<file path="src/mbglue_pkg.sv">
// ----------------------------------------------------------------------------
// mbglue_pkg
// Shared types and constants for the motherboard I/O glue register block.
// ----------------------------------------------------------------------------
package mbglue_pkg;

   // Saturation limit of the memory-block counter.
   localparam logic [3:0] BLOCK_LIMIT = 4'd10;

   // Access kinds carried on the request tuser field.
   typedef enum logic [1:0] {
      KIND_READ  = 2'd0,
      KIND_WRITE = 2'd1,
      KIND_FETCH = 2'd2
   } kind_type;

   // Response status codes.
   typedef enum logic [1:0] {
      STATUS_OK          = 2'd0,
      STATUS_UNSUPPORTED = 2'd1,
      STATUS_UNMAPPED    = 2'd2
   } status_type;

   // Port addresses outside the board range.
   localparam logic [15:0] PORT_MEMCTL       = 16'h0070;
   localparam logic [15:0] PORT_NMI_LATCH    = 16'h00a0;
   localparam logic [15:0] PORT_JUMPER       = 16'h0100;
   localparam logic [15:0] PORT_VIDEO_SELECT = 16'h0102;
   localparam logic [15:0] PORT_DIAGNOSTIC   = 16'h0378;
   localparam logic [15:0] PORT_VIDEO_SETUP  = 16'h46e8;
   localparam logic [13:0] PORT_EMS_BASE     = 14'h2100;   // 8400h..8403h, upper bits
   localparam logic [11:0] PORT_BOARD_BASE   = 12'h006;    // 60h..6Fh, upper bits

   // Low nibble of the board ports.
   localparam logic [3:0] BOARD_KBD_DATA = 4'h0;
   localparam logic [3:0] BOARD_SPEAKER  = 4'h1;
   localparam logic [3:0] BOARD_STATUS   = 4'h2;
   localparam logic [3:0] BOARD_FIXED    = 4'h3;
   localparam logic [3:0] BOARD_GLUE64   = 4'h4;
   localparam logic [3:0] BOARD_CONTROL  = 4'h5;
   localparam logic [3:0] BOARD_KEYLOCK  = 4'h6;
   localparam logic [3:0] BOARD_KEY67    = 4'h7;
   localparam logic [3:0] BOARD_KEY68    = 4'h8;
   localparam logic [3:0] BOARD_KEY69    = 4'h9;
   localparam logic [3:0] BOARD_KEY6A    = 4'ha;
   localparam logic [3:0] BOARD_BLOCK    = 4'hb;
   localparam logic [3:0] BOARD_GLUE6C   = 4'hc;
   localparam logic [3:0] BOARD_OPEN6D   = 4'hd;
   localparam logic [3:0] BOARD_OPEN6E   = 4'he;
   localparam logic [3:0] BOARD_GLUE6F   = 4'hf;

   // Glue register slots.
   localparam logic [1:0] GLUE_SLOT64 = 2'd0;
   localparam logic [1:0] GLUE_SLOT6B = 2'd1;
   localparam logic [1:0] GLUE_SLOT6C = 2'd2;
   localparam logic [1:0] GLUE_SLOT6F = 2'd3;

   // Read masks and fixed values.
   localparam logic [7:0] GLUE64_READ_MASK = 8'h8f;
   localparam logic [7:0] KEYLOCK_BIT      = 8'h04;
   localparam logic [7:0] BLOCK_FULL_VALUE = 8'hc0;
   localparam logic [7:0] FIXED_63_VALUE   = 8'h08;
   localparam logic [7:0] OPEN_PORT_VALUE  = 8'hff;
   localparam logic [7:0] CONTROL_RESET    = 8'h80;
   localparam logic [7:0] JUMPER_RESET     = 8'hff;

   // One bus access.
   typedef struct packed {
      logic [7:0]  write_byte;
      logic [3:0]  access_size;
      logic [15:0] port_address;
      logic [1:0]  kind;
   } req_item_type;

   // One answer.
   typedef struct packed {
      logic       keyboard_irq_clear;
      logic       gate_level;
      logic       gate_update;
      status_type status;
      logic [7:0] read_byte;
   } rsp_item_type;

   // Readable board state. Write-only latches have no read path and are not kept.
   typedef struct packed {
      logic [7:0]      speaker;
      logic [7:0]      control;
      logic [3:0]      block_count;
      logic [3:0][7:0] glue;
      logic [3:0][7:0] keylock;
      logic [7:0]      nmi_latch;
      logic [7:0]      diagnostic;
   } glue_state_type;

   // Board state after reset: control at its power-on value, key lock set.
   localparam glue_state_type STATE_RESET = '{
      speaker:     8'h00,
      control:     CONTROL_RESET,
      block_count: 4'd0,
      glue:        '0,
      keylock:     {8'h00, 8'h00, 8'h00, KEYLOCK_BIT},
      nmi_latch:   8'h00,
      diagnostic:  8'h00
   };

endpackage

</file>
<file path="src/mbglue_decode.sv">
// ----------------------------------------------------------------------------
// mbglue_decode
// Port decoder: answer and next board state for one registered access.
// ----------------------------------------------------------------------------
module mbglue_decode (
   input  mbglue_pkg::req_item_type   req,
   input  logic [7:0]                 jumper,
   input  mbglue_pkg::glue_state_type state_cur,
   output mbglue_pkg::glue_state_type state_next,
   output mbglue_pkg::rsp_item_type   rsp
);
   import mbglue_pkg::*;

   logic size_one;
   logic is_read;
   logic is_write;
   logic basic_ok;
   logic board_port;
   logic ems_port;
   logic [3:0] nib;
   logic [7:0] rd;

   always_comb begin
      size_one   = (req.access_size == 4'd1);
      is_read    = (req.kind == KIND_READ);
      is_write   = (req.kind == KIND_WRITE);
      basic_ok   = size_one && (is_read || is_write);
      board_port = (req.port_address[15:4] == PORT_BOARD_BASE);
      ems_port   = (req.port_address[15:2] == PORT_EMS_BASE);
      nib        = req.port_address[3:0];
   end

   // Decode and update.
   always_comb begin
      state_next             = state_cur;
      rd                     = 8'h00;
      rsp.status             = STATUS_OK;
      rsp.gate_update        = 1'b0;
      rsp.gate_level         = 1'b0;
      rsp.keyboard_irq_clear = 1'b0;

      if (board_port) begin
         if (!basic_ok) begin
            rsp.status = STATUS_UNSUPPORTED;
         end else if (is_read) begin
            case (nib)
               BOARD_KBD_DATA: rsp.keyboard_irq_clear = 1'b1;
               BOARD_SPEAKER:  rd = state_cur.speaker;
               BOARD_STATUS: begin
                  if (state_cur.block_count >= BLOCK_LIMIT) rd = BLOCK_FULL_VALUE;
               end
               BOARD_FIXED:    rd = FIXED_63_VALUE;
               BOARD_GLUE64:   rd = state_cur.glue[GLUE_SLOT64] & GLUE64_READ_MASK;
               BOARD_CONTROL:  rd = state_cur.control;
               BOARD_KEYLOCK, BOARD_KEY67, BOARD_KEY68, BOARD_KEY69: begin
                  rd = state_cur.keylock[nib[1:0] - 2'd2];
               end
               BOARD_KEY6A:    rd = 8'h00;
               BOARD_BLOCK:    rd = state_cur.glue[GLUE_SLOT6B];
               BOARD_GLUE6C:   rd = state_cur.glue[GLUE_SLOT6C];
               BOARD_GLUE6F:   rd = state_cur.glue[GLUE_SLOT6F];
               default:        rd = OPEN_PORT_VALUE;
            endcase
         end else begin
            case (nib)
               BOARD_SPEAKER: begin
                  state_next.speaker = req.write_byte;
                  rsp.gate_update    = 1'b1;
                  rsp.gate_level     = req.write_byte[0];
               end
               BOARD_GLUE64:  state_next.glue[GLUE_SLOT64] = req.write_byte;
               BOARD_GLUE6C:  state_next.glue[GLUE_SLOT6C] = req.write_byte;
               BOARD_GLUE6F:  state_next.glue[GLUE_SLOT6F] = req.write_byte;
               BOARD_CONTROL: state_next.control = req.write_byte;
               // The key lock bit of port 66h is not writable.
               BOARD_KEYLOCK: begin
                  state_next.keylock[0] = (req.write_byte & ~KEYLOCK_BIT) |
                                          (state_cur.keylock[0] & KEYLOCK_BIT);
               end
               BOARD_KEY67, BOARD_KEY68, BOARD_KEY69: begin
                  state_next.keylock[nib[1:0] - 2'd2] = req.write_byte;
               end
               // Bit 0 of port 6Bh steps the block counter up to its limit.
               BOARD_BLOCK: begin
                  state_next.glue[GLUE_SLOT6B] = {req.write_byte[7:1], 1'b0};
                  if (req.write_byte[0] && (state_cur.block_count < BLOCK_LIMIT)) begin
                     state_next.block_count = state_cur.block_count + 4'd1;
                  end
               end
               default: begin
               end
            endcase
         end
      end else if ((req.port_address == PORT_NMI_LATCH) ||
                   (req.port_address == PORT_DIAGNOSTIC)) begin
         if (!basic_ok) begin
            rsp.status = STATUS_UNSUPPORTED;
         end else if (req.port_address == PORT_NMI_LATCH) begin
            if (is_read) rd = state_cur.nmi_latch;
            else state_next.nmi_latch = req.write_byte;
         end else begin
            if (is_read) rd = state_cur.diagnostic;
            else state_next.diagnostic = req.write_byte;
         end
      end else if (req.port_address == PORT_JUMPER) begin
         if (!size_one || !is_read) rsp.status = STATUS_UNSUPPORTED;
         else rd = jumper;
      end else if ((req.port_address == PORT_MEMCTL) ||
                   (req.port_address == PORT_VIDEO_SELECT) ||
                   (req.port_address == PORT_VIDEO_SETUP) || ems_port) begin
         // Write-only latches: a write is acknowledged, nothing reads them back.
         if (!size_one || !is_write) rsp.status = STATUS_UNSUPPORTED;
      end else begin
         rsp.status = STATUS_UNMAPPED;
      end

      rsp.read_byte = (rsp.status == STATUS_OK) ? rd : 8'h00;
   end

endmodule

</file>
<file path="src/motherboard_io_glue_registers.sv">
// ----------------------------------------------------------------------------
// motherboard_io_glue_registers
// Emulated PC motherboard glue ports behind a request/response stream.
// ----------------------------------------------------------------------------
// The block takes one I/O access per clock cycle while the response side is
// not stalled and answers every access with exactly one response, in order.
// An access is captured in the request register when accepted, decoded
// against the board state and placed in the response register when the
// response register is empty or being taken; a stall holds it in the request
// register. The rate of one access per cycle is set by the single decode
// stage that reads and updates the board state. req_tready stays high whenever
// the request register is empty or the response register is empty or being
// taken in the same cycle. The user must write the jumper byte through the csr
// port only while no access is in flight; the block itself does not enforce it.
module motherboard_io_glue_registers (
   input  logic        clock,
   input  logic        reset,
   // Request channel.
   input  logic        req_tvalid,
   output logic        req_tready,
   input  logic [31:0] req_tdata,   // port_address[15:0], access_size[19:16],
                                    // write_byte[27:20], zero[31:28]
   input  logic [1:0]  req_tuser,   // req_type[1:0]
   // Response channel.
   output logic        rsp_tvalid,
   input  logic        rsp_tready,
   output logic [15:0] rsp_tdata,   // read_byte[7:0], gate_update[8], gate_level[9],
                                    // keyboard_irq_clear[10], zero[15:11]
   output logic [1:0]  rsp_tuser,   // status[1:0]
   // Configuration.
   input  logic        csr_wr_en,
   input  logic [7:0]  csr_wr_data
);
   import mbglue_pkg::*;

   logic           req_valid_ff;
   req_item_type   req_ff;
   logic           rsp_valid_ff;
   rsp_item_type   rsp_ff;
   glue_state_type state_ff;
   glue_state_type state_in;
   rsp_item_type   rsp_in;
   logic [7:0]     jumper_ff;
   logic           stage_move;
   logic           req_fire;

   // Handshake: the decode stage moves when the response register can take it.
   assign stage_move = !rsp_valid_ff || rsp_tready;
   assign req_tready = !req_valid_ff || stage_move;
   assign req_fire   = req_tvalid && req_tready;

   // Request register.
   always_ff @(posedge clock) begin
      if (reset) begin
         req_valid_ff <= 1'b0;
      end else if (req_tready) begin
         req_valid_ff <= req_tvalid;
      end
   end

   always_ff @(posedge clock) begin
      if (req_fire) begin
         req_ff.kind         <= req_tuser;
         req_ff.port_address <= req_tdata[15:0];
         req_ff.access_size  <= req_tdata[19:16];
         req_ff.write_byte   <= req_tdata[27:20];
      end
   end

   // Jumper configuration register.
   always_ff @(posedge clock) begin
      if (reset) begin
         jumper_ff <= JUMPER_RESET;
      end else if (csr_wr_en) begin
         jumper_ff <= csr_wr_data;
      end
   end

   // Port decoder.
   mbglue_decode u_decode (
      .req        (req_ff),
      .jumper     (jumper_ff),
      .state_cur  (state_ff),
      .state_next (state_in),
      .rsp        (rsp_in)
   );

   // Board state, updated when a decoded access leaves the stage.
   always_ff @(posedge clock) begin
      if (reset) begin
         state_ff <= STATE_RESET;
      end else if (req_valid_ff && stage_move) begin
         state_ff <= state_in;
      end
   end

   // Response register.
   always_ff @(posedge clock) begin
      if (reset) begin
         rsp_valid_ff <= 1'b0;
      end else if (stage_move) begin
         rsp_valid_ff <= req_valid_ff;
      end
   end

   always_ff @(posedge clock) begin
      if (req_valid_ff && stage_move) begin
         rsp_ff <= rsp_in;
      end
   end

   assign rsp_tvalid = rsp_valid_ff;
   assign rsp_tdata  = {5'b0, rsp_ff.keyboard_irq_clear, rsp_ff.gate_level,
                        rsp_ff.gate_update, rsp_ff.read_byte};
   assign rsp_tuser  = rsp_ff.status;

   // Checks.
   a_block_count_limit: assert property (@(posedge clock) disable iff (reset)
      state_ff.block_count <= BLOCK_LIMIT)
      else $error("block counter passed its limit");

   a_state_only_on_move: assert property (@(posedge clock) disable iff (reset)
      !(req_valid_ff && stage_move) |=> $stable(state_ff))
      else $error("board state changed without a decoded access");

   a_error_clean: assert property (@(posedge clock) disable iff (reset)
      (rsp_valid_ff && (rsp_ff.status != STATUS_OK)) |->
         ((rsp_ff.read_byte == 8'h00) && !rsp_ff.gate_update &&
          !rsp_ff.keyboard_irq_clear))
      else $error("failed access carries data or a pulse");

   a_gate_level_pulse: assert property (@(posedge clock) disable iff (reset)
      (rsp_valid_ff && rsp_ff.gate_level) |-> rsp_ff.gate_update)
      else $error("gate level without a gate update");

endmodule
</file>
<file path="config.mk">
export PLATFORM = sky130hd
export DESIGN_NAME = motherboard_io_glue_registers
export DESIGN_NICKNAME = d
export VERILOG_FILES = /design/src/mbglue_pkg.sv /design/src/mbglue_decode.sv /design/src/motherboard_io_glue_registers.sv
export SDC_FILE = /design/constraint.sdc
export NUM_CORES = 1
export LEC_CHECK = 0
export ABC_CLOCK_PERIOD_IN_PS = 2500
export BUFFER_PORTS_ARGS = -buffer_cell sky130_fd_sc_hd__clkbuf_2
export CORE_AREA = 2 2 111 113
export CTS_CLUSTER_DIAMETER = 150
export DETAILED_ROUTE_END_ITERATION = 10
export DIE_AREA = 0 0 113 115
export PLACE_DENSITY = 0.88
export SLEW_MARGIN = 20
export SYNTH_ARGS = -nofsm -noshare
export SYNTH_HDL_FRONTEND = slang
export SYNTH_SLANG_ARGS = --single-unit
</file>
<file path="constraint.sdc">
create_clock -name clock -period 2.5 [get_ports clock]
set_clock_uncertainty 0.2 [all_clocks]
set_input_delay 0.25 -clock clock [delete_from_list [all_inputs] [get_ports clock]]
set_output_delay 0.25 -clock clock [all_outputs]
set_load 0.02 [all_outputs]
</file>
==> out/qor.yml <==
worstSetupPathType: "flip-flop to flip-flop"
fin_crit_sh_pct: 106
syn_inst: 659
nFillCells: 689
whs_path_depth: 2
worst_ep_required_time_ps: 2440
cts_buffers: 17
clk_latency_ps: 420
power_uw: 5690
drt-pass1-iter-count: 10
grt_pass1_vias: 6022
gp_congestion: 0.930
peakVddDrop_uv: 555
power_density_nw_per_um2: 653
ys_seq_area_share_pct: 49.9
core_area_um2: 11800
die_w_um: 113
num_antenna_cells: 0
ant_nets: 0
critPathArrivalTime_ps: 2590
clk_path_buf_depth: 2
die_area_um2: 13000
timing.max_cap.violations: 0
grt_pass1_wl_um: 31800
fin_ws_ps: -152
synth.avg_cell_area_um2: 10.4
synth-seq-cells: 149
yosysWarnings: 0
via_per_inst: 6.66
synth.most_common_cell: "dfxtp_1"
violations: "design-rule violations, negative setup slack"
hold_slack_ps: 91.8
pre_cts_ws_ps: 75.6
antenna_found_initial: 0
endpoint_kind: "flip-flop"
grt_max_degree: 69
path_delay_family: "compound AO/OA/AOI/OAI gates"
dp_cells: 867
leakage_uw: 0.00376
ios: 67
synth_enable_flop_cells: 43
die_h_um: 115
r2r_start: "req_ff[9]$_DFFE_PP_"
postSynth.topFlopCell: "dfxtp_1"
ys_types: 70
fp-row-count: 40
post_drt_wl_per_cell_um: 23.4
crit_slowest_cell: "o41ai_1"
cts.sinks: 149
setup_violations: 6
path_cells: "nor3b_4, and4_1, o21ai_2, o41ai_1, a311oi_1"
critPathMaxFanout: 6
synth_commonest_cells: "dfxtp_1 (106), nor2_1 (77), mux2i_1 (76), edfxtp_1 (43), a21oi_1 (40)"
drtIter0Drc: 828
area_growth_pct: 27.5
rsz0062_at_grt: "yes"
relSlewSlack_pct: 57.7
synth_area_um2: 6840
finalNonFillerCells: 948
start_util_pct: 57.9
hp-class: "input pin to flip-flop"
hp-start: "csr_wr_en"
htreeDepth: 4
path_clk_slew_ps: 70
startpoint_type: "flip-flop"
fin_nets: 837
reg2reg_slack_ps: -150
fin_crit_ps: 2650
clockRootBuffer: "clkbuf_16"
rr_worst_depth: 5
rr_endpoint: "rsp_tdata[3]$_SDFFCE_PP0P_"
synth_top_cell_by_area: "dfxtp_1"
cts_tree: "built"
grt-ovfl-total: 0
fmax_ghz: 0.377
dp_hpwl_um: 12400
drc: 3
slew_violations: 0
tightest_slew_ps: 634
drive_gt1_share_pct: 23.5
hold_violations: 0
status: "complete, but fails checks"
grt_util_all_layers_pct: 32.0
wirelength_um: 22200
ys_async_sr_fraction_pct: 0
post-route-util_pct: 73.9
yosys-top-cells-area: "dfxtp_1 (31%), edfxtp_1 (19%), mux2i_1 (11%), nor2_1 (4.2%), a21oi_1 (2.9%)"
io_buffers: 57
hold_path_end: "jumper_ff[0]$_SDFFE_PP1P_"
crit_path_max_incr_delay_ps: 640
path_buf_inv: 0
synth_top_area_share_pct: 31.0
via_count: 6309
flip-flops by register name (all words and copies together) (netlist names):
register	cells
state_ff	96
req_ff	30
rsp_tdata	11
jumper_ff	8
rsp_tuser	2
req_valid_ff	1
rsp_tvalid	1
layout make-up:
type	count	area, µm²	area share, %
sequential	149	3410	39.1
inverter	8	30.0	0.344
clock buffer	21	465	5.34
multi-input combinational	455	3300	37.8
timing repair buffer	157	1180	13.6
tap	147	184	2.11
clock inverter	11	149	1.71
stage by stage:
stage	cell area, µm²	setup TNS (ps)
2_1_floorplan	6860	0
3_3_place_gp	7500	0
3_5_place_dp	7500	0
4_1_cts	8530	0
5_1_grt	8720	-851
6_report	8720	-332
cell usage in the layout (no fill, tap or decap), drive strengths merged, types with 3 or more instances in the layout:
cell,count
conb,5
a211o,8
a221oi,4
clkinv,4
a22o,3
nor3b,3
nor4b,3
mux4,5
clkbuf,77
and3,14
mux2i,76
nor4,4
a211oi,8
nand2b,15
o221ai,4
a22oi,6
edfxtp,43
inv,10
a2111oi,4
o21ai,23
dfxtp,106
buf,59
and2,9
dlygate4sd3,42
a21oi,40
nand4,12
nor3,15
nand2,30
bufinv,3
mux2,3
a31oi,6
nand3,32
nor2b,16
nor2,77
worst max-delay path by stage:
stage,cells after the start,to,start
after CTS,9,state_ff[2]$_SDFFE_PP0P_,rsp_tready
after global placement,7,rsp_tdata[0]$_SDFFCE_PP0P_,req_ff[5]$_DFFE_PP_
after detailed placement,7,rsp_tdata[0]$_SDFFCE_PP0P_,req_ff[5]$_DFFE_PP_
final,5,rsp_tdata[3]$_SDFFCE_PP0P_,req_ff[9]$_DFFE_PP_
after floorplan,8,state_ff[80]$_SDFFE_PP0P_,rsp_tvalid$_SDFFE_PP0P_
after global routing,8,rsp_tdata[4]$_SDFFCE_PP0P_,req_ff[3]$_DFFE_PP_
cell families after synthesis:
logic type,share of synthesized area [%]
AOI/OAI and AO/OA,12.1
adders and majority gates,0.366
buffers and inverters,4.11
DFF,49.9
muxes,13.3
other,0.0548
and+or+nand+nor,20.3
metal layers:
layer | global-route usage [%] | share of wire, %
met5 | 0 | 0
met2 | 52.7 | 47
met4 | 21.3 | 7.7
met3 | 6.64 | 9.6
met1 | 38.0 | 35
what timing repair did:
action / 4_1_cts / 5_1_grt
buffers inserted: 0 / 7
setup endpoints to repair: 0 / 66
gates resized for setup: 0 / 26
hold buffers: 42 / 0
hold endpoints to repair: 44 / 0
where the power goes:
part	total [µW]	internal (µW)	switching, µW
clock network	2670	1640	1030
registers	2610	2540	68.2
logic	415	175	240
total	5690	4360	1340
Power figures use the tool's default switching activity.
